===== src/sv/sgrg_pkg.sv =====
package sgrg_pkg;

   localparam int unsigned FontFirst = 32;
   localparam int unsigned FontLast = 90;
   localparam int unsigned GlyphCols = 5;
   localparam int unsigned GlyphRows = 7;
   localparam int unsigned GlyphDots = GlyphCols * GlyphRows;
   localparam int unsigned QueueDepth = 2;
   localparam int unsigned QueuePtrW = $clog2(QueueDepth);
   localparam int unsigned QueueCntW = $clog2(QueueDepth + 1);
   localparam int unsigned AddrW = 4;

   localparam logic [7:0] FontFirstCode = 8'(FontFirst);
   localparam logic [7:0] FontLastCode = 8'(FontLast);
   localparam logic [2:0] LastCol = 3'(GlyphCols - 1);
   localparam logic [2:0] LastRow = 3'(GlyphRows - 1);

   localparam logic ActionSetCursor = 1'b0;
   localparam logic ActionDrawChar = 1'b1;

   typedef enum logic [1:0] {
      RegTextColor = 2'd0,
      RegBackColor = 2'd1,
      RegScale = 2'd2,
      RegScreenWidth = 2'd3
   } reg_index_type;

   typedef struct packed {
      logic [15:0] text_color;
      logic [15:0] back_color;
      logic [7:0] scale;
      logic [15:0] screen_width;
   } cfg_type;

   typedef struct packed {
      logic [15:0] x;
      logic [15:0] y;
      logic [5:0] glyph;
   } job_type;

   // Effective dot size: a scale of zero draws like a scale of one.
   function automatic logic [7:0] dot_size(input logic [7:0] scale);
      logic [7:0] sz;
      sz = (scale == 8'd0) ? 8'd1 : scale;
      return sz;
   endfunction

   // Column bytes of one glyph, column c at bits 8c+7..8c, bit r of a byte is row r.
   function automatic logic [39:0] glyph_cols(input logic [5:0] glyph);
      logic [39:0] cols;
      unique case (glyph)
         6'd0: cols = 40'h0000000000;
         6'd1: cols = 40'h00005F0000;
         6'd2: cols = 40'h0007000700;
         6'd3: cols = 40'h147F147F14;
         6'd4: cols = 40'h122A7F2A24;
         6'd5: cols = 40'h6264081323;
         6'd6: cols = 40'h5022554936;
         6'd7: cols = 40'h0000030500;
         6'd8: cols = 40'h0041221C00;
         6'd9: cols = 40'h001C224100;
         6'd10: cols = 40'h082A1C2A08;
         6'd11: cols = 40'h08083E0808;
         6'd12: cols = 40'h0000305000;
         6'd13: cols = 40'h0808080808;
         6'd14: cols = 40'h0000606000;
         6'd15: cols = 40'h0204081020;
         6'd16: cols = 40'h3E454F513E;
         6'd17: cols = 40'h00407F4200;
         6'd18: cols = 40'h4649516142;
         6'd19: cols = 40'h314B454121;
         6'd20: cols = 40'h107F121418;
         6'd21: cols = 40'h3945454527;
         6'd22: cols = 40'h3049494A3C;
         6'd23: cols = 40'h0305097101;
         6'd24: cols = 40'h3649494936;
         6'd25: cols = 40'h1E29494906;
         6'd26: cols = 40'h0000363600;
         6'd27: cols = 40'h0000365600;
         6'd28: cols = 40'h4122140800;
         6'd29: cols = 40'h1414141414;
         6'd30: cols = 40'h0008142241;
         6'd31: cols = 40'h0609510102;
         6'd32: cols = 40'h3E41794932;
         6'd33: cols = 40'h7E1111117E;
         6'd34: cols = 40'h364949497F;
         6'd35: cols = 40'h224141413E;
         6'd36: cols = 40'h1C2241417F;
         6'd37: cols = 40'h414949497F;
         6'd38: cols = 40'h010109097F;
         6'd39: cols = 40'h7A4949413E;
         6'd40: cols = 40'h7F0808087F;
         6'd41: cols = 40'h00417F4100;
         6'd42: cols = 40'h013F414020;
         6'd43: cols = 40'h412214087F;
         6'd44: cols = 40'h404040407F;
         6'd45: cols = 40'h7F020C027F;
         6'd46: cols = 40'h7F1008047F;
         6'd47: cols = 40'h3E4141413E;
         6'd48: cols = 40'h060909097F;
         6'd49: cols = 40'h5E2151413E;
         6'd50: cols = 40'h462919097F;
         6'd51: cols = 40'h3149494946;
         6'd52: cols = 40'h01017F0101;
         6'd53: cols = 40'h3F4040403F;
         6'd54: cols = 40'h1F2040201F;
         6'd55: cols = 40'h3F4038403F;
         6'd56: cols = 40'h6314081463;
         6'd57: cols = 40'h0708700807;
         6'd58: cols = 40'h4345495161;
         default: cols = 40'h0000000000;
      endcase
      return cols;
   endfunction

endpackage


===== src/sv/sgrg_req_if.sv =====
interface sgrg_req_if;
   logic valid;
   logic ready;
   logic action;
   logic [15:0] pos_x;
   logic [15:0] pos_y;
   logic [7:0] char_code;

   modport source(output valid, action, pos_x, pos_y, char_code, input ready);
   modport sink(input valid, action, pos_x, pos_y, char_code, output ready);
endinterface


===== src/sv/sgrg_rsp_if.sv =====
interface sgrg_rsp_if;
   logic valid;
   logic ready;
   logic [15:0] rect_x0;
   logic [15:0] rect_y0;
   logic [15:0] rect_x1;
   logic [15:0] rect_y1;
   logic [15:0] fill_color;
   logic last;

   modport source(output valid, rect_x0, rect_y0, rect_x1, rect_y1, fill_color, last,
                  input ready);
   modport sink(input valid, rect_x0, rect_y0, rect_x1, rect_y1, fill_color, last,
                output ready);
endinterface


===== src/sv/sgrg_csr.sv =====
module sgrg_csr (
   input  logic clock,
   input  logic reset,
   input  logic psel,
   input  logic penable,
   input  logic pwrite,
   input  logic [sgrg_pkg::AddrW-1:0] paddr,
   input  logic [31:0] pwdata,
   output logic [31:0] prdata,
   output logic pready,
   output sgrg_pkg::cfg_type cfg
);

   sgrg_pkg::cfg_type cfg_ff;
   sgrg_pkg::cfg_type cfg_in;
   sgrg_pkg::reg_index_type reg_index;
   logic write_en;

   assign reg_index = sgrg_pkg::reg_index_type'(paddr[3:2]);
   assign write_en = psel && penable && pwrite;
   assign pready = 1'b1;
   assign cfg = cfg_ff;

   always_comb begin
      cfg_in = cfg_ff;
      if (write_en) begin
         unique case (reg_index)
            sgrg_pkg::RegTextColor: cfg_in.text_color = pwdata[15:0];
            sgrg_pkg::RegBackColor: cfg_in.back_color = pwdata[15:0];
            sgrg_pkg::RegScale: cfg_in.scale = pwdata[7:0];
            sgrg_pkg::RegScreenWidth: cfg_in.screen_width = pwdata[15:0];
            default: cfg_in = cfg_ff;
         endcase
      end
   end

   always_comb begin
      unique case (reg_index)
         sgrg_pkg::RegTextColor: prdata = {16'd0, cfg_ff.text_color};
         sgrg_pkg::RegBackColor: prdata = {16'd0, cfg_ff.back_color};
         sgrg_pkg::RegScale: prdata = {24'd0, cfg_ff.scale};
         sgrg_pkg::RegScreenWidth: prdata = {16'd0, cfg_ff.screen_width};
         default: prdata = 32'd0;
      endcase
   end

   always_ff @(posedge clock) begin
      if (reset) begin
         cfg_ff.text_color <= 16'hFFFF;
         cfg_ff.back_color <= 16'h0000;
         cfg_ff.scale <= 8'd1;
         cfg_ff.screen_width <= 16'd320;
      end else begin
         cfg_ff <= cfg_in;
      end
   end

endmodule


===== src/sv/sgrg_front.sv =====
module sgrg_front (
   input  logic clock,
   input  logic reset,
   sgrg_req_if.sink req_chan,
   input  sgrg_pkg::cfg_type cfg,
   input  logic queue_full,
   output logic push,
   output sgrg_pkg::job_type push_job
);

   logic [15:0] cursor_x_ff;
   logic [15:0] cursor_x_in;
   logic [15:0] cursor_y_ff;
   logic [15:0] cursor_y_in;
   logic [7:0] sz;
   logic [7:0] adv;
   logic wrap;
   logic [15:0] x_base;
   logic [15:0] y_base;
   logic in_font;
   logic accept;
   logic [7:0] glyph_code;

   assign req_chan.ready = !queue_full;
   assign accept = req_chan.valid && !queue_full;

   assign sz = sgrg_pkg::dot_size(cfg.scale);
   assign adv = 8'({sz, 2'b00} + {1'b0, sz, 1'b0});
   assign wrap = ({1'b0, cursor_x_ff} + {9'd0, adv}) > {1'b0, cfg.screen_width};
   assign x_base = wrap ? 16'd0 : cursor_x_ff;
   assign y_base = wrap ? cursor_y_ff + {5'd0, sz, 3'b000} : cursor_y_ff;
   assign in_font = (req_chan.char_code >= sgrg_pkg::FontFirstCode) &&
                    (req_chan.char_code <= sgrg_pkg::FontLastCode);
   assign glyph_code = req_chan.char_code - sgrg_pkg::FontFirstCode;

   assign push = accept && (req_chan.action == sgrg_pkg::ActionDrawChar) && in_font;
   assign push_job.x = x_base;
   assign push_job.y = y_base;
   assign push_job.glyph = glyph_code[5:0];

   always_comb begin
      cursor_x_in = cursor_x_ff;
      cursor_y_in = cursor_y_ff;
      if (accept) begin
         if (req_chan.action == sgrg_pkg::ActionSetCursor) begin
            cursor_x_in = req_chan.pos_x;
            cursor_y_in = req_chan.pos_y;
         end else begin
            cursor_x_in = x_base + {8'd0, adv};
            cursor_y_in = y_base;
         end
      end
   end

   always_ff @(posedge clock) begin
      if (reset) begin
         cursor_x_ff <= 16'd0;
         cursor_y_ff <= 16'd0;
      end else begin
         cursor_x_ff <= cursor_x_in;
         cursor_y_ff <= cursor_y_in;
      end
   end

endmodule


===== src/sv/sgrg_queue.sv =====
module sgrg_queue (
   input  logic clock,
   input  logic reset,
   input  logic push,
   input  sgrg_pkg::job_type push_job,
   output logic full,
   input  logic pop,
   output logic head_valid,
   output sgrg_pkg::job_type head_job
);

   sgrg_pkg::job_type slots_ff [sgrg_pkg::QueueDepth];
   logic [sgrg_pkg::QueuePtrW-1:0] wr_ptr_ff;
   logic [sgrg_pkg::QueuePtrW-1:0] wr_ptr_in;
   logic [sgrg_pkg::QueuePtrW-1:0] rd_ptr_ff;
   logic [sgrg_pkg::QueuePtrW-1:0] rd_ptr_in;
   logic [sgrg_pkg::QueueCntW-1:0] count_ff;
   logic [sgrg_pkg::QueueCntW-1:0] count_in;

   assign full = (count_ff == sgrg_pkg::QueueCntW'(sgrg_pkg::QueueDepth));
   assign head_valid = (count_ff != '0);
   assign head_job = slots_ff[rd_ptr_ff];

   always_comb begin
      wr_ptr_in = push ? wr_ptr_ff + 1'b1 : wr_ptr_ff;
      rd_ptr_in = pop ? rd_ptr_ff + 1'b1 : rd_ptr_ff;
      count_in = count_ff;
      if (push && !pop) begin
         count_in = count_ff + 1'b1;
      end else if (pop && !push) begin
         count_in = count_ff - 1'b1;
      end
   end

   always_ff @(posedge clock) begin
      if (push) begin
         slots_ff[wr_ptr_ff] <= push_job;
      end
   end

   always_ff @(posedge clock) begin
      if (reset) begin
         wr_ptr_ff <= '0;
         rd_ptr_ff <= '0;
         count_ff <= '0;
      end else begin
         wr_ptr_ff <= wr_ptr_in;
         rd_ptr_ff <= rd_ptr_in;
         count_ff <= count_in;
      end
   end

endmodule


===== src/sv/sgrg_back.sv =====
module sgrg_back (
   input  logic clock,
   input  logic reset,
   input  sgrg_pkg::cfg_type cfg,
   input  logic head_valid,
   input  sgrg_pkg::job_type head_job,
   output logic pop,
   sgrg_rsp_if.source rsp_chan
);

   logic active_ff;
   logic active_in;
   logic [sgrg_pkg::GlyphDots-1:0] dots_ff;
   logic [sgrg_pkg::GlyphDots-1:0] dots_in;
   logic [2:0] col_ff;
   logic [2:0] col_in;
   logic [2:0] row_ff;
   logic [2:0] row_in;
   logic [15:0] cx_ff;
   logic [15:0] cx_in;
   logic [15:0] cy_ff;
   logic [15:0] cy_in;
   logic [15:0] ybase_ff;
   logic [15:0] ybase_in;

   logic valid_ff;
   logic valid_in;
   logic [15:0] x0_ff;
   logic [15:0] x0_in;
   logic [15:0] y0_ff;
   logic [15:0] y0_in;
   logic [15:0] x1_ff;
   logic [15:0] x1_in;
   logic [15:0] y1_ff;
   logic [15:0] y1_in;
   logic [15:0] color_ff;
   logic [15:0] color_in;
   logic last_ff;
   logic last_in;

   logic [7:0] sz;
   logic [15:0] span;
   logic out_free;
   logic emit;
   logic last_rect;
   logic [39:0] cols;
   logic [sgrg_pkg::GlyphDots-1:0] head_dots;

   assign sz = sgrg_pkg::dot_size(cfg.scale);
   assign span = {8'd0, sz - 8'd1};
   assign out_free = !valid_ff || rsp_chan.ready;
   assign emit = active_ff && out_free;
   assign last_rect = (col_ff == sgrg_pkg::LastCol) && (row_ff == sgrg_pkg::LastRow);
   assign pop = head_valid && (!active_ff || (emit && last_rect));
   assign cols = sgrg_pkg::glyph_cols(head_job.glyph);

   // Dots are reordered column-major so the lowest bit is always the next rectangle.
   always_comb begin
      for (int c = 0; c < sgrg_pkg::GlyphCols; c++) begin
         for (int r = 0; r < sgrg_pkg::GlyphRows; r++) begin
            head_dots[c * sgrg_pkg::GlyphRows + r] = cols[c * 8 + r];
         end
      end
   end

   always_comb begin
      active_in = active_ff;
      dots_in = dots_ff;
      col_in = col_ff;
      row_in = row_ff;
      cx_in = cx_ff;
      cy_in = cy_ff;
      ybase_in = ybase_ff;
      if (pop) begin
         active_in = 1'b1;
         dots_in = head_dots;
         col_in = 3'd0;
         row_in = 3'd0;
         cx_in = head_job.x;
         cy_in = head_job.y;
         ybase_in = head_job.y;
      end else if (emit && last_rect) begin
         active_in = 1'b0;
      end else if (emit) begin
         dots_in = dots_ff >> 1;
         if (row_ff == sgrg_pkg::LastRow) begin
            row_in = 3'd0;
            col_in = col_ff + 3'd1;
            cx_in = cx_ff + {8'd0, sz};
            cy_in = ybase_ff;
         end else begin
            row_in = row_ff + 3'd1;
            cy_in = cy_ff + {8'd0, sz};
         end
      end
   end

   always_comb begin
      x0_in = x0_ff;
      y0_in = y0_ff;
      x1_in = x1_ff;
      y1_in = y1_ff;
      color_in = color_ff;
      last_in = last_ff;
      valid_in = valid_ff;
      if (emit) begin
         valid_in = 1'b1;
         x0_in = cx_ff;
         y0_in = cy_ff;
         x1_in = cx_ff + span;
         y1_in = cy_ff + span;
         color_in = dots_ff[0] ? cfg.text_color : cfg.back_color;
         last_in = last_rect;
      end else if (rsp_chan.ready) begin
         valid_in = 1'b0;
      end
   end

   always_ff @(posedge clock) begin
      dots_ff <= dots_in;
      cx_ff <= cx_in;
      cy_ff <= cy_in;
      ybase_ff <= ybase_in;
      x0_ff <= x0_in;
      y0_ff <= y0_in;
      x1_ff <= x1_in;
      y1_ff <= y1_in;
      color_ff <= color_in;
      last_ff <= last_in;
   end

   always_ff @(posedge clock) begin
      if (reset) begin
         active_ff <= 1'b0;
         valid_ff <= 1'b0;
         col_ff <= 3'd0;
         row_ff <= 3'd0;
      end else begin
         active_ff <= active_in;
         valid_ff <= valid_in;
         col_ff <= col_in;
         row_ff <= row_in;
      end
   end

   assign rsp_chan.valid = valid_ff;
   assign rsp_chan.rect_x0 = x0_ff;
   assign rsp_chan.rect_y0 = y0_ff;
   assign rsp_chan.rect_x1 = x1_ff;
   assign rsp_chan.rect_y1 = y1_ff;
   assign rsp_chan.fill_color = color_ff;
   assign rsp_chan.last = last_ff;

endmodule


===== src/sv/scaled_glyph_rectangle_generator_top.sv =====
// The first rectangle of a character is valid once the back end has taken its job from the queue.
// The back end issues one rectangle per cycle while the result side is ready.
// Set-cursor and out-of-font requests produce no rectangles and are taken one per cycle
// while the job queue has room.
// A two-entry job queue lets the front take requests while the back end is still drawing.
// Reset is synchronous and active high; it restores the registers and clears the cursor.
module scaled_glyph_rectangle_generator_top (
   input  logic clock,
   input  logic reset,
   sgrg_req_if.sink req_chan,
   sgrg_rsp_if.source rsp_chan,
   input  logic psel,
   input  logic penable,
   input  logic pwrite,
   input  logic [sgrg_pkg::AddrW-1:0] paddr,
   input  logic [31:0] pwdata,
   output logic [31:0] prdata,
   output logic pready
);

   sgrg_pkg::cfg_type cfg;
   sgrg_pkg::job_type push_job;
   sgrg_pkg::job_type head_job;
   logic push;
   logic queue_full;
   logic pop;
   logic head_valid;

   sgrg_csr u_csr (
      .clock(clock),
      .reset(reset),
      .psel(psel),
      .penable(penable),
      .pwrite(pwrite),
      .paddr(paddr),
      .pwdata(pwdata),
      .prdata(prdata),
      .pready(pready),
      .cfg(cfg)
   );

   sgrg_front u_front (
      .clock(clock),
      .reset(reset),
      .req_chan(req_chan),
      .cfg(cfg),
      .queue_full(queue_full),
      .push(push),
      .push_job(push_job)
   );

   sgrg_queue u_queue (
      .clock(clock),
      .reset(reset),
      .push(push),
      .push_job(push_job),
      .full(queue_full),
      .pop(pop),
      .head_valid(head_valid),
      .head_job(head_job)
   );

   sgrg_back u_back (
      .clock(clock),
      .reset(reset),
      .cfg(cfg),
      .head_valid(head_valid),
      .head_job(head_job),
      .pop(pop),
      .rsp_chan(rsp_chan)
   );

endmodule


===== src/flat_wrapper.sv =====
// flat-port wrapper written by rule: the top's interface ports become plain ports
module scaled_glyph_rectangle_generator_top_flat 
  (clock, reset, psel, penable, pwrite, paddr, pwdata, prdata, pready, req_chan_valid, req_chan_action, req_chan_pos_x, req_chan_pos_y, req_chan_char_code, req_chan_ready, rsp_chan_valid, rsp_chan_rect_x0, rsp_chan_rect_y0, rsp_chan_rect_x1, rsp_chan_rect_y1, rsp_chan_fill_color, rsp_chan_last, rsp_chan_ready);
  sgrg_req_if req_chan_i ();
  sgrg_rsp_if rsp_chan_i ();
  input  logic clock;
  input  logic reset;
  input  logic psel;
  input  logic penable;
  input  logic pwrite;
  input  logic [sgrg_pkg::AddrW-1:0] paddr;
  input  logic [31:0] pwdata;
  output logic [31:0] prdata;
  output logic pready;
  input wire logic [$bits(req_chan_i.valid)-1:0] req_chan_valid;
  input wire logic [$bits(req_chan_i.action)-1:0] req_chan_action;
  input wire logic [$bits(req_chan_i.pos_x)-1:0] req_chan_pos_x;
  input wire logic [$bits(req_chan_i.pos_y)-1:0] req_chan_pos_y;
  input wire logic [$bits(req_chan_i.char_code)-1:0] req_chan_char_code;
  output wire logic [$bits(req_chan_i.ready)-1:0] req_chan_ready;
  output wire logic [$bits(rsp_chan_i.valid)-1:0] rsp_chan_valid;
  output wire logic [$bits(rsp_chan_i.rect_x0)-1:0] rsp_chan_rect_x0;
  output wire logic [$bits(rsp_chan_i.rect_y0)-1:0] rsp_chan_rect_y0;
  output wire logic [$bits(rsp_chan_i.rect_x1)-1:0] rsp_chan_rect_x1;
  output wire logic [$bits(rsp_chan_i.rect_y1)-1:0] rsp_chan_rect_y1;
  output wire logic [$bits(rsp_chan_i.fill_color)-1:0] rsp_chan_fill_color;
  output wire logic [$bits(rsp_chan_i.last)-1:0] rsp_chan_last;
  input wire logic [$bits(rsp_chan_i.ready)-1:0] rsp_chan_ready;
  assign req_chan_i.valid = req_chan_valid;
  assign req_chan_i.action = req_chan_action;
  assign req_chan_i.pos_x = req_chan_pos_x;
  assign req_chan_i.pos_y = req_chan_pos_y;
  assign req_chan_i.char_code = req_chan_char_code;
  assign req_chan_ready = req_chan_i.ready;
  assign rsp_chan_valid = rsp_chan_i.valid;
  assign rsp_chan_rect_x0 = rsp_chan_i.rect_x0;
  assign rsp_chan_rect_y0 = rsp_chan_i.rect_y0;
  assign rsp_chan_rect_x1 = rsp_chan_i.rect_x1;
  assign rsp_chan_rect_y1 = rsp_chan_i.rect_y1;
  assign rsp_chan_fill_color = rsp_chan_i.fill_color;
  assign rsp_chan_last = rsp_chan_i.last;
  assign rsp_chan_i.ready = rsp_chan_ready;
  scaled_glyph_rectangle_generator_top u_core (.clock(clock), .reset(reset), .req_chan(req_chan_i), .rsp_chan(rsp_chan_i), .psel(psel), .penable(penable), .pwrite(pwrite), .paddr(paddr), .pwdata(pwdata), .prdata(prdata), .pready(pready));
endmodule

===== config.mk =====
export PLATFORM = sky130hd
export DESIGN_NAME = scaled_glyph_rectangle_generator_top_flat
export DESIGN_NICKNAME = d
export VERILOG_FILES = /design/src/sv/sgrg_pkg.sv /design/src/sv/sgrg_req_if.sv /design/src/sv/sgrg_rsp_if.sv /design/src/sv/sgrg_csr.sv /design/src/sv/sgrg_front.sv /design/src/sv/sgrg_queue.sv /design/src/sv/sgrg_back.sv /design/src/sv/scaled_glyph_rectangle_generator_top.sv /design/src/flat_wrapper.sv
export SDC_FILE = /design/constraint.sdc
export NUM_CORES = 1
export LEC_CHECK = 0
export BUFFER_PORTS_ARGS = -buffer_cell sky130_fd_sc_hd__buf_2
export CORE_ASPECT_RATIO = 1.1
export CORE_UTILIZATION = 32
export CTS_CLUSTER_DIAMETER = 30
export CTS_CLUSTER_SIZE = 25
export DETAILED_ROUTE_END_ITERATION = 8
export PLACE_DENSITY = 0.6
export SYNTH_ARGS = -nofsm -noshare
export SYNTH_HDL_FRONTEND = slang
export SYNTH_SLANG_ARGS = --single-unit

===== constraint.sdc =====
create_clock -name clock -period 9.8 [get_ports clock]
set_input_delay 1.47 -clock clock [delete_from_list [all_inputs] [get_ports clock]]
set_output_delay 1.47 -clock clock [all_outputs]
set_load 0.05 [all_outputs]

==> out/metrics.cfg <==
[timing]
setup_viol = 0
period_needed_ns = 8.17
fin_ws_ns = 1.63
relSlewSlack = 0.262
finalCritPeriodShare = 0.834
fin_setup_tns_ns = 0
skew_ns = 0.0484
fmax_mhz = 122
final-hold-violation-count = 0
rsz0062_at_grt = false
finalMaxSlewViolations = 0
tightest_slew_ns = 1.11

[grt]
antenna_found_initial = 6
grt_overflow = 0
grt_pass1_wl_um = 93200
grt_pass1_vias = 15800
grt_max_degree = 68
grt_usage = 0.192

[floorplan]
die-height_um = 262
die-area_um2 = 62400
core_um2 = 60200
start_util = 0.326
die_x_um = 238
rows = 94
pin_count = 200

[yosys]
synthAdderAreaFrac = 0.0737
synth_seq_cells = 341
yosys_warnings = 0
synth.distinct_cells = 88
synth_area_per_cell_um2 = 9.92
syn_inst = 1981
synth_compound_area_frac = 0.179
synth_edf_count = 240
synth-simple-area-share = 0.132
synth-seq-area-share = 0.470
synth-xor-area-share = 0.0405
synthMuxAreaShare = 0.0573
synth_area_um2 = 19700
synthArstFlopShare = 0
synth_top_family_by_area = compound AO/OA/AOI/OAI gates
ys.flop_type = edfxtp_1

[clock_network]
cts_setup_buffers = 0
clk_latency_ns = 0.61
root_buffer = clkbuf_16
clock_sinks = 341
cts_resized = 0
cts_tree = built
cts_hold_buffers = 0
clk_path_buf_depth = 3
clkSlewWorstSetupHoldPaths_ns = 0.05
cts_buffers = 80
cts-htree-levels = 3

[job]
drv_cap = 0

[route]
wire_per_inst_um = 20.2
vias = 16200
viasPerCell = 5.38
ant_nets = 0
drcViolationCount = 0
drt_iter0_drc = 1132
dr.pass1.iters = 6
wl_um = 60700

[setup_path]
endpoint_kind = register
regToRegStartpoint = u_core.u_csr.cfg[22]
crit_slowest_cell = dfxtp_1
critPathMaxFanout = 17
cp.arrival_ns = 8.60
slowest_delay_ns = 0.53
r2r-end = u_core.u_front.cursor_x_ff[12]
reg2reg_setup_slack_ns = 1.63
r2r_cells = 29
cp-start-kind = register
critPathKind = reg -> reg
required_ns = 10.23

[power]
p_leak_nw = 9.15
worst_ir_drop_vdd_mv = 0.161
powerDensity_nw_per_um2 = 309

[cells_and_area]
area_delta_synth_final_pct = 22.1
layout_common_cells = nand2_1 (254), edfxtp_1 (240), a21oi_1 (169)
regArea_um2 = 9230
multi_input_area_um2 = 9600
final_common_cell = nand2_1
fill_cells = 5925
final_design_area_no_fill_um2 = 24000
stdcell_count = 3013
drive_gt1_frac = 0.186
fin_nets = 2324

[outcome]
status = complete, no violations

[placed_design]
hpwl_um = 41800
dp_slack_ns = 1.67
gp_congestion = 0.921
port_buffers = 164
dpl-instance-area_um2 = 21100
placed_cells = 2863

[hold_path]
holdCritStartpoint = u_core.u_csr.cfg[9]
holdCritPathClass = reg -> reg
hold_end = u_core.u_csr.cfg[9]
hold_depth = 2

==> cells by family (layout without fill, tap and decap cells) <==
kind of cell / count (synthesis) / in the layout
other cells: 2 / 19
simple gates: 574 / 574
mux: 96 / 96
fa+ha+maj: 111 / 111
buf+inv: 214 / 413
xor+xnor: 91 / 91
flops: 341 / 341
compound gates: 552 / 552
==> critical path, delay by kind of cell (launching register included) <==
family / cells / cell delay, ns
AO/OA/AOI/OAI: 11 / 2.50
buffers and inverters: 2 / 0.36
adder cells (fa/ha/maj): 4 / 1.49
AND/OR/NAND/NOR: 11 / 2.94
flip-flops: 1 / 0.53
XOR/XNOR: 1 / 0.18
==> area by class of cell <==
class / count / area share
Timing Repair Buffer: 189 / 0.0420
Clock buffer: 96 / 0.0920
Multi-Input combinational cell: 1441 / 0.400
Clock inverter: 52 / 0.0264
Inverter: 76 / 0.0119
Antenna cell: 2 / 0.000209
Sequential cell: 341 / 0.385
Tap cell: 816 / 0.0426
==> through the flow <==
step | hold WS (ns) | utilization | total power [mW]
after detailed placement | 0.447 | 0.351 | 4.69
after global placement | 0.444 | 0.351 | 4.65
after CTS | 0.452 | 0.398 | 7.48
after floorplan | 0.424 | - | 4.03
final | 0.451 | 0.398 | 7.42
after global routing | 0.464 | 0.398 | 7.78
==> worst max-delay path by stage <==
stage,from,to,slack [ns],cells after the start
final,u_core.u_csr.cfg[22],u_core.u_front.cursor_x_ff[12],1.63,29
after global placement,u_core.u_csr.cfg[22],u_core.u_front.cursor_x_ff[12],1.69,29
after global routing,u_core.u_csr.cfg[22],u_core.u_front.cursor_x_ff[12],0.87,29
after floorplan,u_core.u_csr.cfg[23],u_core.u_front.cursor_x_ff[12],3.27,32
after detailed placement,u_core.u_csr.cfg[22],u_core.u_front.cursor_x_ff[12],1.67,29
after CTS,u_core.u_csr.cfg[22],u_core.u_front.cursor_x_ff[12],1.62,29
==> state kept, by name, indices dropped and copies added, names as in the netlist, 2 cells and up, named ones only <==
name and flops:
u_core.u_back.rsp_chan.fill_color 16, u_core.u_back.col_ff 3, u_core.u_back.dots_ff 35, u_core.u_queue.slots_ff 76, u_core.u_back.ybase_ff 16, u_core.u_queue.count_ff 2, u_core.u_back.cx_ff 16, u_core.u_back.rsp_chan.rect_y0 16
u_core.u_back.row_ff 3, u_core.u_back.rsp_chan.rect_x1 16, u_core.u_back.cy_ff 16, u_core.u_front.cursor_y_ff 16, u_core.u_csr.cfg 56, u_core.u_back.rsp_chan.rect_x0 16, u_core.u_front.cursor_x_ff 16, u_core.u_back.rsp_chan.rect_y1 16
==> report_power, final <==
part | internal [mW] | switching [mW] | leakage (nW)
logic | 0.696 | 1.66 | 4.72
registers | 2.10 | 0.215 | 3.06
clock network | 1.86 | 0.885 | 1.36
total | 4.66 | 2.76 | 9.15
==> Yosys cell counts, drive strengths merged, types with 7 or more instances <==
master	number	area (um2)
o21a	10	75.1
a211oi	38	285
nor3	37	190
inv	76	285
mux4	8	180
a31oi	35	219
a221oi	11	103
xnor2	57	499
nand4	12	81.3
a21oi	170	855
nand3	39	195
clkbuf	71	267
dfxtp	101	2020
nor2b	18	113
o211ai	29	218
o21ai	123	623
fa	8	160
and2	26	163
nor2	130	493
a21boi	9	78.8
and3	13	81.3
edfxtp	240	7210
nor4	10	62.6
or3	8	50.1
mux2	39	443
ha	103	1290
o22ai	14	87.6
nand2	256	971
a21o	19	143
buf	67	384
o31ai	7	52.6
xor2	34	298
a22oi	10	75.1
mux2i	49	503
==> layer usage <==
metal,vias to the layer above,track usage,share of wire
li1,7582,-,-
met1,7887,0.259,0.45
met2,604,0.301,0.45
met3,122,0.0398,0.066
met4,10,0.0735,0.028
met5,-,0,0.00092
(Power assumes the default switching activity.)
